### src/sv/gcdisp_pkg.sv
// Shared types and constants of the guided chunk dispatcher.
package gcdisp_pkg;

	localparam int unsigned WORD_W   = 32;
	localparam int unsigned PCOUNT_W = 7;
	localparam int unsigned PIDX_W   = 6;
	// cursor never exceeds count + span, so one bit above a word is enough
	localparam int unsigned CURSOR_W = WORD_W + 1;

	localparam logic OP_START = 1'b0;
	localparam logic OP_CLAIM = 1'b1;

	typedef logic [WORD_W-1:0] word_t;

	typedef struct packed {
		logic              op;
		logic [PIDX_W-1:0] participant;
		word_t             job_count;
		word_t             job_grain;
	} in_item_t;

	typedef struct packed {
		word_t range_begin;
		word_t range_end;
		logic  exhausted;
		logic  bad_participant;
	} out_item_t;

	typedef enum logic [1:0] {
		ST_IDLE,
		ST_LOAD,
		ST_DIV1,
		ST_DIV2
	} state_t;

	typedef struct packed {
		logic capture;
		logic job_load;
		logic claim_emit;
		logic claim_commit;
		logic grain_store;
		logic div_share;
		logic div_grain;
		logic span_store;
	} cmd_t;

	typedef struct packed {
		logic is_start;
		logic bad;
		logic exhausted;
		logic need_div;
		logic out_blocked;
		logic div_done;
	} sts_t;

endpackage

### src/sv/gcdisp_ram.sv
// Generic single-port-write, single-port-read RAM with registered read.
module gcdisp_ram #(
	parameter int unsigned WIDTH = 32,
	parameter int unsigned DEPTH = 64,
	parameter int unsigned AW    = (DEPTH > 1) ? $clog2(DEPTH) : 1
) (
	input  logic             clk,
	input  logic             we,
	input  logic [AW-1:0]    waddr,
	input  logic [WIDTH-1:0] wdata,
	input  logic [AW-1:0]    raddr,
	output logic [WIDTH-1:0] rdata
);
	logic [WIDTH-1:0] mem_q [DEPTH];
	logic [WIDTH-1:0] rdata_q;

	always_ff @(posedge clk) begin
		if (we) begin
			mem_q[waddr] <= wdata;
		end
		rdata_q <= mem_q[raddr];
	end

	assign rdata = rdata_q;

endmodule

### src/sv/gcdisp_div.sv
// Restoring divider, one quotient bit per cycle.
module gcdisp_div (
	input  logic               clk,
	input  logic               arst_n,
	input  logic               start,
	input  gcdisp_pkg::word_t  dividend,
	input  gcdisp_pkg::word_t  divisor,
	output logic               done,
	output gcdisp_pkg::word_t  quotient,
	output gcdisp_pkg::word_t  remainder
);
	import gcdisp_pkg::*;

	localparam int unsigned STEP_W = $clog2(WORD_W);

	logic              busy_q;
	logic              done_q;
	logic [STEP_W-1:0] step_q;
	word_t             quo_q;
	word_t             rem_q;
	word_t             dvs_q;

	logic [WORD_W:0]   trial;
	logic [WORD_W:0]   diff;
	logic              fits;
	word_t             rem_nxt;

	always_comb begin
		trial   = {rem_q, quo_q[WORD_W-1]};
		diff    = trial - {1'b0, dvs_q};
		fits    = trial >= {1'b0, dvs_q};
		rem_nxt = fits ? diff[WORD_W-1:0] : trial[WORD_W-1:0];
	end

	always_ff @(posedge clk or negedge arst_n) begin
		if (!arst_n) begin
			busy_q <= 1'b0;
			done_q <= 1'b0;
			step_q <= '0;
		end else if (start) begin
			busy_q <= 1'b1;
			done_q <= 1'b0;
			step_q <= '0;
		end else if (busy_q) begin
			step_q <= step_q + STEP_W'(1);
			if (step_q == STEP_W'(WORD_W - 1)) begin
				busy_q <= 1'b0;
				done_q <= 1'b1;
			end
		end else begin
			done_q <= 1'b0;
		end
	end

	always_ff @(posedge clk) begin
		if (start) begin
			quo_q <= dividend;
			rem_q <= '0;
			dvs_q <= divisor;
		end else if (busy_q) begin
			quo_q <= {quo_q[WORD_W-2:0], fits};
			rem_q <= rem_nxt;
		end
	end

	assign done      = done_q;
	assign quotient  = quo_q;
	assign remainder = rem_q;

endmodule

### src/sv/gcdisp_ctrl.sv
// Sequencer: accepts items and steps the datapath through claim and span work.
module gcdisp_ctrl (
	input  logic              clk,
	input  logic              arst_n,
	input  logic              in_valid,
	output logic              in_stall,
	input  gcdisp_pkg::sts_t  sts,
	output gcdisp_pkg::cmd_t  cmd
);
	import gcdisp_pkg::*;

	state_t state_q;
	state_t state_nxt;

	always_ff @(posedge clk or negedge arst_n) begin
		if (!arst_n) begin
			state_q <= ST_IDLE;
		end else begin
			state_q <= state_nxt;
		end
	end

	always_comb begin
		cmd       = '0;
		state_nxt = state_q;
		in_stall  = 1'b1;
		unique case (state_q)
			ST_IDLE: begin
				in_stall = 1'b0;
				if (in_valid) begin
					cmd.capture = 1'b1;
					state_nxt   = ST_LOAD;
				end
			end
			ST_LOAD: begin
				if (sts.is_start) begin
					cmd.job_load  = 1'b1;
					cmd.div_share = 1'b1;
					state_nxt     = ST_DIV1;
				end else if (!sts.out_blocked) begin
					cmd.claim_emit = 1'b1;
					state_nxt      = ST_IDLE;
					if (!sts.bad && !sts.exhausted) begin
						cmd.claim_commit = 1'b1;
						if (sts.need_div) begin
							cmd.div_share = 1'b1;
							state_nxt     = ST_DIV1;
						end else begin
							cmd.grain_store = 1'b1;
						end
					end
				end
			end
			ST_DIV1: begin
				if (sts.div_done) begin
					cmd.div_grain = 1'b1;
					state_nxt     = ST_DIV2;
				end
			end
			ST_DIV2: begin
				if (sts.div_done) begin
					cmd.span_store = 1'b1;
					state_nxt      = ST_IDLE;
				end
			end
			default: begin
				state_nxt = ST_IDLE;
			end
		endcase
	end

endmodule

### src/sv/gcdisp_dpath.sv
// Datapath: job state, per-participant spans, divider and result register.
module gcdisp_dpath #(
	parameter int unsigned MAX_PARTICIPANTS = 64
) (
	input  logic                                clk,
	input  logic                                arst_n,
	input  gcdisp_pkg::in_item_t                in_data,
	input  logic                                cfg_wr_en,
	input  logic [gcdisp_pkg::PCOUNT_W-1:0]     cfg_wr_data,
	input  gcdisp_pkg::cmd_t                    cmd,
	output gcdisp_pkg::sts_t                    sts,
	output logic                                out_valid,
	input  logic                                out_stall,
	output gcdisp_pkg::out_item_t               out_data
);
	import gcdisp_pkg::*;

	localparam int unsigned AW = (MAX_PARTICIPANTS > 1) ? $clog2(MAX_PARTICIPANTS) : 1;

	logic [PCOUNT_W-1:0]         pcount_q;
	in_item_t                    item_q;
	logic [CURSOR_W-1:0]         cursor_q;
	word_t                       count_q;
	word_t                       grain_q;
	word_t                       first_span_q;
	logic [MAX_PARTICIPANTS-1:0] fresh_q;
	word_t                       q1_q;
	logic                        out_valid_q;
	out_item_t                   out_q;

	logic [AW-1:0]       pidx;
	logic                bad;
	logic                exhausted;
	word_t               span;
	word_t               claimed;
	logic [WORD_W:0]     after;
	word_t               left_count;
	word_t               limit;
	logic                need_div;
	word_t               rem_left;
	word_t               grain_nz;
	word_t               grain_cl;
	word_t               grain_new;
	logic [PCOUNT_W-1:0] pc_eff;
	word_t               div_a;
	word_t               div_b;
	logic                div_start;
	logic                div_done;
	word_t               div_quo;
	word_t               div_rem;
	word_t               span_new;
	logic                ram_we;
	logic [AW-1:0]       ram_raddr;
	word_t               ram_wdata;
	word_t               ram_rdata;
	out_item_t           result;

	always_comb begin
		pidx       = AW'(item_q.participant);
		bad        = ({1'b0, item_q.participant} >= pcount_q)
		          || (32'(item_q.participant) >= 32'(MAX_PARTICIPANTS));
		exhausted  = cursor_q >= {1'b0, count_q};
		span       = fresh_q[pidx] ? first_span_q : ram_rdata;
		claimed    = cursor_q[WORD_W-1:0];
		after      = {1'b0, claimed} + {1'b0, span};
		left_count = count_q - claimed;
		limit      = (left_count < span) ? count_q : after[WORD_W-1:0];
		need_div   = after < {1'b0, count_q};
		rem_left   = count_q - after[WORD_W-1:0];

		// grain: zero means one, then at most the count, and never zero
		grain_nz  = (item_q.job_grain == '0) ? WORD_W'(1) : item_q.job_grain;
		grain_cl  = (grain_nz > item_q.job_count) ? item_q.job_count : grain_nz;
		grain_new = (grain_cl == '0) ? WORD_W'(1) : grain_cl;

		pc_eff = (pcount_q == '0) ? PCOUNT_W'(1) : pcount_q;

		div_start = cmd.div_share || cmd.div_grain;
		if (cmd.div_grain) begin
			div_a = div_quo;
			div_b = grain_q;
		end else begin
			div_a = (item_q.op == OP_START) ? item_q.job_count : rem_left;
			div_b = WORD_W'({pc_eff, 1'b0});
		end

		// batch * grain is the share minus its remainder by grain
		span_new = (q1_q >= grain_q) ? (q1_q - div_rem) : grain_q;

		// read the incoming index on capture, then keep reading the held one
		ram_raddr = cmd.capture ? AW'(in_data.participant) : pidx;
		ram_we    = cmd.grain_store || (cmd.span_store && (item_q.op == OP_CLAIM));
		ram_wdata = cmd.grain_store ? grain_q : span_new;

		result = '0;
		if (bad) begin
			result.bad_participant = 1'b1;
		end else if (exhausted) begin
			result.exhausted = 1'b1;
		end else begin
			result.range_begin = claimed;
			result.range_end   = limit;
		end

		sts.is_start    = item_q.op == OP_START;
		sts.bad         = bad;
		sts.exhausted   = exhausted;
		sts.need_div    = need_div;
		sts.out_blocked = out_valid_q && out_stall;
		sts.div_done    = div_done;
	end

	gcdisp_div u_div (
		.clk       (clk),
		.arst_n    (arst_n),
		.start     (div_start),
		.dividend  (div_a),
		.divisor   (div_b),
		.done      (div_done),
		.quotient  (div_quo),
		.remainder (div_rem)
	);

	gcdisp_ram #(
		.WIDTH (WORD_W),
		.DEPTH (MAX_PARTICIPANTS),
		.AW    (AW)
	) u_span_ram (
		.clk   (clk),
		.we    (ram_we),
		.waddr (pidx),
		.wdata (ram_wdata),
		.raddr (ram_raddr),
		.rdata (ram_rdata)
	);

	always_ff @(posedge clk or negedge arst_n) begin
		if (!arst_n) begin
			pcount_q     <= PCOUNT_W'(1);
			cursor_q     <= '0;
			count_q      <= '0;
			grain_q      <= WORD_W'(1);
			first_span_q <= '0;
			fresh_q      <= '1;
			out_valid_q  <= 1'b0;
		end else begin
			if (cfg_wr_en) begin
				pcount_q <= cfg_wr_data;
			end
			if (cmd.job_load) begin
				count_q  <= item_q.job_count;
				grain_q  <= grain_new;
				cursor_q <= '0;
				fresh_q  <= '1;
			end
			if (cmd.claim_commit) begin
				cursor_q      <= after;
				fresh_q[pidx] <= 1'b0;
			end
			if (cmd.span_store && (item_q.op == OP_START)) begin
				first_span_q <= span_new;
			end
			if (cmd.claim_emit) begin
				out_valid_q <= 1'b1;
			end else if (out_valid_q && !out_stall) begin
				out_valid_q <= 1'b0;
			end
		end
	end

	always_ff @(posedge clk) begin
		if (cmd.capture) begin
			item_q <= in_data;
		end
		if (cmd.div_grain) begin
			q1_q <= div_quo;
		end
		if (cmd.claim_emit) begin
			out_q <= result;
		end
	end

	assign out_valid = out_valid_q;
	assign out_data  = out_q;

endmodule

### src/sv/guided_chunk_dispatcher_core.sv
// Top level of the guided chunk dispatcher: sequencer plus datapath.
//
// Usage:
//  - Input channel (in_valid / in_stall / in_data): op START loads job_count and
//    job_grain (grain clamped to 1..count, 1 for count 0), rewinds the cursor
//    and marks every participant fresh; it produces no result. op CLAIM asks for
//    the next range of one participant and always produces exactly one result.
//  - Output channel (out_valid / out_stall / out_data): [range_begin, range_end),
//    or exhausted once the job is used up, or bad_participant for an index not
//    below participant_count or MAX_PARTICIPANTS (nothing changes then).
//  - cfg_wr_en / cfg_wr_data write participant_count; write only while idle.
//  - Timing: a claim result is registered once the output register is free.
//    Claims that are bad, exhausted or take the last range free the input as
//    their result is registered. A claim that needs a new span, and every start,
//    runs two divisions on the shared bit-serial divider before the next item
//    is accepted.
//  - A stalled result sits in the output register; the block keeps working and
//    only holds a new claim's result until that register frees up.
//  - Reset: participant_count 1, empty job (every claim is exhausted), all
//    participants fresh. Span storage needs no clearing after reset.
module guided_chunk_dispatcher_core #(
	parameter int unsigned MAX_PARTICIPANTS = 64
) (
	input  logic                            clk,
	input  logic                            arst_n,
	input  logic                            in_valid,
	output logic                            in_stall,
	input  gcdisp_pkg::in_item_t            in_data,
	output logic                            out_valid,
	input  logic                            out_stall,
	output gcdisp_pkg::out_item_t           out_data,
	input  logic                            cfg_wr_en,
	input  logic [gcdisp_pkg::PCOUNT_W-1:0] cfg_wr_data
);
	import gcdisp_pkg::*;

	cmd_t cmd;   // sequencer -> datapath
	sts_t sts;   // datapath -> sequencer

	// sequencer: one item at a time; stall is low only in the idle state
	gcdisp_ctrl u_ctrl (
		.clk      (clk),
		.arst_n   (arst_n),
		.in_valid (in_valid),
		.in_stall (in_stall),
		.sts      (sts),
		.cmd      (cmd)
	);

	// datapath: cursor, job registers, fresh flags, span RAM, divider, output reg
	gcdisp_dpath #(
		.MAX_PARTICIPANTS (MAX_PARTICIPANTS)
	) u_dpath (
		.clk         (clk),
		.arst_n      (arst_n),
		.in_data     (in_data),
		.cfg_wr_en   (cfg_wr_en),
		.cfg_wr_data (cfg_wr_data),
		.cmd         (cmd),
		.sts         (sts),
		.out_valid   (out_valid),
		.out_stall   (out_stall),
		.out_data    (out_data)
	);

endmodule

### config.mk
export PLATFORM = sky130hd
export DESIGN_NAME = guided_chunk_dispatcher_core
export DESIGN_NICKNAME = d
export VERILOG_FILES = /design/src/sv/gcdisp_pkg.sv /design/src/sv/gcdisp_ram.sv /design/src/sv/gcdisp_div.sv /design/src/sv/gcdisp_ctrl.sv /design/src/sv/gcdisp_dpath.sv /design/src/sv/guided_chunk_dispatcher_core.sv
export SDC_FILE = /design/constraint.sdc
export NUM_CORES = 2
export LEC_CHECK = 0
export BUFFER_PORTS_ARGS = -buffer_cell sky130_fd_sc_hd__buf_2
export CAP_MARGIN = 20
export CORE_MARGIN = 4
export CORE_UTILIZATION = 30
export CTS_BUF_LIST = sky130_fd_sc_hd__clkbuf_8
export CTS_CLUSTER_DIAMETER = 120
export DETAILED_ROUTE_END_ITERATION = 10
export PLACE_DENSITY = 0.52
export SLEW_MARGIN = 20
export SYNTH_ARGS = -nofsm -noshare
export SYNTH_HDL_FRONTEND = slang
export SYNTH_SLANG_ARGS = --single-unit
export TNS_END_PERCENT = 5
### constraint.sdc
create_clock -name clk -period 14.3 [get_ports clk]
set_input_delay 0.715 -clock clk [delete_from_list [all_inputs] [get_ports clk]]
set_output_delay 0.715 -clock clk [all_outputs]
set_load 0.02 [all_outputs]
# Word level (Yosys, flattened, before mapping)
# Memories as Yosys holds them, arrays and structs flattened. A register that Yosys moved wholly into a read port is not among the register bits.
# Cells that the tools add are included.
# word_totals
ff_bits	475
mem_bits_rw	2048
inputBits	83
output_inout_bits	68
word_cells	133
n_memories	1
# mem_list
name	depth	word_bits	rd	rd_ports_with_merged_regs	write_ports	line_no	source
u_dpath.u_span_ram.mem_q	64	32	1	1	1	gcdisp_ram.sv:14	logic [WIDTH-1:0] mem_q [DEPTH];
# op_classes
addsub	6
magnitude_cmp	9
n_eq_ne	10
n_mux	59
bitwise_logic	3
n_reduce_logical	21
# ops
op	count
two-way mux 32 bit	12
two-way mux 64 bit	2
subtractor 32 bit	4
>= comparator 33 x 32 -> 1 bit	2
two-way mux 33 bit	2
bitwise AND 64 bit	1
logical NOT 32 bit	2
NOT 64 bit	1
adder 32 x 32 -> 33 bit	1
less-than comparator 33 x 32 -> 1 bit	1
>= comparator 32 bit	1
greater-than comparator 32 bit	1
less-than comparator 32 bit	1
two-way mux 1 bit	24
two-way mux 5 bit	3
two-way mux 2 bit	7
two-way mux 8 bit	1
one-hot mux 2 bit (4 select lines)	1
>= comparator 6 x 7 -> 1 bit	1
logical NOT 7 bit	1
less-than comparator 6 x 7 -> 1 bit, second input constant	1
two-way mux 7 bit	1
binary-select mux 1 bit (select 6 bit)	1
demux 1 bit (select 6 bit)	1
21 further kinds	35

# Depth between registers and ports, before layout
# depth
depth_word	13
depth_mapped	34
depth_no_buf	30

# Hierarchy
# From an unflattened synthesis, not the netlist that was laid out.
# hier_totals
cells_unflattened	6780
hier_area_um2	110842.6
# by_module_without_submodules
module	instances	cells_each	area_each_um2	seq_area_each_um2
gcdisp_ram	1	3324	78515.3	62139.6
gcdisp_dpath	1	2841	26222.6	10187.3
gcdisp_div	1	593	5919.4	2737.6
gcdisp_ctrl	1	22	185.2	50.0

# Worst setup path before layout
# No wires, ideal clock.
# synth_timing
path_type	register -> register
startpoint	register u_dpath.item_q, in the netlist u_dpath.pidx[0]
endpoint	memory u_dpath.u_span_ram.mem_q[0][2], data pin
arrival_ns	9.249
setup_slack_ns	4.349
stages_incl_launch_ff	30
n_path_buf	5
synth_period_minus_slack_ns	9.951
path_cell_list	edfxtp_1 buf_4 mux4_2 mux2_2 a22oi_1 o21ai_1 nor4_4 clkbuf_1 mux2_2 ha_1 and2_0 a21o_1 a211oi_1 o311ai_0 a22oi_1 nor2b_1 xor2_1 inv_1 ha_1 clkbuf_1 and2_1 nand4_1 nor4b_1 o21ai_0 a21oi_1 o211ai_1 and2_1 clkbuf_1 clkbuf_1 o21ai_0
# synth_via
elab_chain_cells	11
# synth_rtl
element	line_no	source
from (decl)	gcdisp_dpath.sv:21	in_item_t item_q;
from (signal assigned)	gcdisp_dpath.sv:173	item_q <= in_data;
binary-select mux 1 bit (select 6 bit)	gcdisp_dpath.sv:63	span = fresh_q[pidx] ? first_span_q : ram_rdata;
two-way mux 1 bit (implied by the code)	gcdisp_dpath.sv:63	
two-way mux 32 bit	gcdisp_dpath.sv:63	
adder 32 x 32 -> 33 bit	gcdisp_dpath.sv:65	after = {1'b0, claimed} + {1'b0, span};
less-than comparator 33 x 32 -> 1 bit	gcdisp_dpath.sv:68	need_div = after < {1'b0, count_q};
two-way mux 1 bit	gcdisp_ctrl.sv:45	if (sts.need_div) begin
two-way mux 3 bit (*)	gcdisp_ctrl.sv:43	if (!sts.bad && !sts.exhausted) begin
two-way mux 4 bit (*)	gcdisp_ctrl.sv:40	end else if (!sts.out_blocked) begin
two-way mux 3 bit (*)	gcdisp_ctrl.sv:36	if (sts.is_start) begin
two-way mux 5 bit (*)	gcdisp_ctrl.sv:27	unique case (state_q)
two-way mux 32 bit (*)	gcdisp_dpath.sv:93	ram_wdata = cmd.grain_store ? grain_q : span_new;
via u_dpath.ram_wdata[2]	gcdisp_dpath.sv:54	word_t ram_wdata;
to (decl)	gcdisp_ram.sv:14	
# The timed path passes the listed nets; every way through them passes the cells marked *. The select of a mux whose other input is x is not followed.

# Worst setup path after layout
# layout_timing
startpoint	register u_dpath.item_q, in the netlist u_dpath.pidx[1]
endpoint	memory u_dpath.u_span_ram.mem_q[7][15], data pin
# The elaborated chain is that of the path after synthesis.

==> impl_metrics.tcl <==
set metrics [dict create \
    synth_seq_cells 2555 \
    vias 66500 \
    final.period_utilization 0.785 \
    yosys-top-cells-area "edfxtp_1 (62%), mux4_2 (11%), ha_1 (3.6%), dfrtp_1 (3.2%), a21oi_1 (1.7%)" \
    synth.distinct_cells 89 \
    antenna_found_initial 33 \
    cp_top_family "compound AO/OA/AOI/OAI gates" \
    setup_slack_ps 3070 \
    crit_fanout 44 \
    area_delta_synth_final_pct 15.2 \
    multiInputGateArea_mm2 0.0342 \
    core_mm2 0.369 \
    drive_gt1_frac 0.210 \
    grt_usage 0.181 \
    rows 223 \
    max_cap_viol_count 0 \
    grt_max_degree 129 \
    worst_hold_path_type "in2reg" \
    die_w_um 617 \
    netlist.area_leader.share 0.616 \
    cp_common_cell "buf_4" \
    cts.clk_slew.worst_paths_ps 60 \
    power_density_mw_per_mm2 222 \
    dp_hpwl_mm 229 \
    synth_most_common_cell "edfxtp_1" \
    grt-ovfl-total 0 \
    io_pins 151 \
    power.total_mw 28.4 \
    drv_slew 0 \
    synth_area_per_cell_um2 15.7 \
    drc 0 \
    netlist_area_mm2 0.111 \
    fin_crit_ps 11230 \
    pre_cts_slack_ps 3220 \
    tightest_slew_ps 1270 \
    seqPwrFrac 0.388 \
    cts_resized 0 \
    die_h_um 617 \
    clock_path_buffers 4 \
    yosys_most_used_dff "edfxtp_1" \
    holdWs_ps 109 \
    p_clk_frac 0.213 \
    synth_warnings 0 \
    ys_async_sr_fraction 0.0822 \
    rsz0062_at_grt "false" \
    dpl_cell_area_mm2 0.119 \
    ys_seq_area_frac 0.676 \
    antenna_left 0 \
    cts_made_buffers 410 \
    clk_latency_ps 1030 \
    cp_slowest_stage_delay_ps 990 \
    p_comb_frac 0.399 \
    htree_num_levels 5 \
    syn_inst 7076 \
    grt_pass1_wl_mm 498 \
    drt_pass1_iterations 6 \
    start_util 0.301 \
    cp_slowest_cell "mux2i_4" \
    p_switching_mw 11.6 \
    setup_viol 0 \
    start_kind "flop" \
    post-route-cell-area_mm2 0.128 \
    worstPathRequired_ps 15010 \
    hold_violations 0 \
    p_sw_frac 0.409 \
    crit_path_end_kind "flop" \
    root_buffer "clkbuf_8" \
    gp_congestion 0.917 \
    irDropWorstVdd_mv 0.319 \
    leakage_nw 43.7 \
    skew_ps 126 \
    yosysTopAreaCell "edfxtp_1" \
    dieArea_mm2 0.380 \
    drtIter0Drc 6985 \
    setup_tns_ps 0 \
    layout.nets 7915 \
    status "finished clean" \
    routed_wl_mm 355 \
    clock.fmax_ghz 0.0890 \
    relSlewSlack 0.143 \
    grt_pass1_vias 65800 \
    cts_tree "yes" \
    synth_common_cells "edfxtp_1 (2281), mux4_2 (520), nand2_1 (506)" \
    cts_sinks 2555 \
    crit_type "reg2reg" \
    p_int_mw 16.8 \
    avgRoutedWirePerCell_um 27.8 \
    arrival_ps 11950 \
    io_buffers 150 \
    seq_area_mm2 0.0751 \
    path_buf_inv 7 \
    synth_edf_count 2281 \
    synthesis.nets 7488 \
    num-fill-cells 35200 \
    viasPerCell 5.20 \
]
-- cells in the final DEF, fill, tap and decap left out, drive strengths merged, types with 87 or more instances in the layout --
cell type / synthesis / layout
a211oi: 212 / 212
a21o: 100 / 100
a21oi: 391 / 391
a31oi: 87 / 87
and2: 140 / 140
buf: 142 / 338
clkbuf: 259 / 431
clkinv: 1 / 130
dfrtp: 144 / 144
edfxtp: 2281 / 2281
ha: 324 / 324
inv: 304 / 450
mux4: 520 / 520
nand2: 506 / 506
nand3: 99 / 99
nor2: 402 / 402
o21ai: 289 / 289
xnor2: 92 / 92
-- cells by family (layout without fill, tap and decap cells) --
group / after synthesis / count (layout) / share of synthesized area
muxes: 643 / 643 / 0.117
xor gates and xnor gates: 143 / 143 / 0.0113
buffers and inverters: 706 / 1454 / 0.0265
adders and majority gates: 329 / 329 / 0.0374
AOI/OAI and AO/OA: 1333 / 1333 / 0.0764
and+or+nand+nor: 1367 / 1367 / 0.0559
other: 0 / 12 / 0
DFF: 2555 / 2555 / 0.676
-- what timing repair did --
action                                 in CTS  in global routing
endpoints found under the hold margin     144                  0
setup buffers                               0                  0
hold buffers                               78                  0
-- sequential cells by signal (all words and copies together) (netlist names), named ones only --
name                      flops
u_dpath.out_valid             1
u_dpath.u_div.quotient       32
u_dpath.item_q               65
u_dpath.fresh_q              64
u_dpath.u_div.step_q          5
u_dpath.u_span_ram.mem_q   2048
u_dpath.u_div.busy_q          1
u_dpath.u_div.remainder      32
u_dpath.cursor_q             33
u_dpath.out_data             66
u_dpath.count_q              32
u_dpath.grain_q              32
u_dpath.u_span_ram.rdata     32
u_dpath.q1_q                 32
u_ctrl.state_q                1
u_dpath.first_span_q         32
u_dpath.pidx                  6
u_dpath.u_div.dvs_q          32
u_dpath.u_div.done            1
u_dpath.pcount_q              7
-- power groups by stage --
stage	Combinational, mW	Clock [mW]	Sequential (mW)
2_1_floorplan	6.29	0	11.2
3_3_place_gp	11.1	0	11.2
3_5_place_dp	11.3	0	11.2
4_1_cts	11.3	6.21	11.0
5_1_grt	12.2	6.56	11.1
6_report	11.4	6.05	11.0
-- layer usage --
| layer | share of wire | vias to the layer above | track usage | wire (µm) |
|---|---|---|---|---|
| met2 | 0.46 | 2760 | 0.280 | 162000 |
| met3 | 0.079 | 558 | 0.0380 | 27900 |
| met1 | 0.43 | 34700 | 0.252 | 152000 |
| met5 | 0.00011 | - | 0 | 38 |
| li1 | - | 28500 | - | - |
| met4 | 0.038 | 6 | 0.0641 | 13600 |
-- area by class of cell --
type	instances	area share
antenna	12	0.000234
multi-input combinational	3815	0.267
tap	4950	0.0483
inverter	305	0.00894
timing repair buffer	416	0.0294
clock buffer	431	0.0463
clock inverter	302	0.0137
sequential	2555	0.586
-- final timing paths --
check,from,to,slack (ps),cells after the start
worst min-delay path,in_data[65],u_dpath.pidx[1],110,1
worst min register to register,u_dpath.u_div.quotient[28],u_dpath.q1_q[28],450,0
max in group asynchronous,arst_n,u_dpath.first_span_q[2],12600,3
worst max register to register,u_dpath.pidx[1],u_dpath.u_span_ram.mem_q[7][15],3070,32
min in group asynchronous,arst_n,u_dpath.pcount_q[2],380,2
worst max-delay path,u_dpath.pidx[1],u_dpath.u_span_ram.mem_q[7][15],3070,32
-- metrics by stage --
step           utilization  cells
5_1_grt              0.347  12800
6_report             0.347  12800
2_1_floorplan            -   7076
4_1_cts              0.345  12800
3_5_place_dp         0.323  11900
3_3_place_gp         0.321  11900
-- worst register-to-register path, delay by kind of cell (launching register included) --
family	cells	cell delay (ps)
AO/OA/AOI/OAI	12	3540
XOR/XNOR	1	310
adder cells (fa/ha/maj)	3	970
AND/OR/NAND/NOR	7	2270
flip-flops	1	330
multiplexers	2	1260
buffers and inverters	7	2230
No activity file was read; power rests on OpenSTA's default activity.
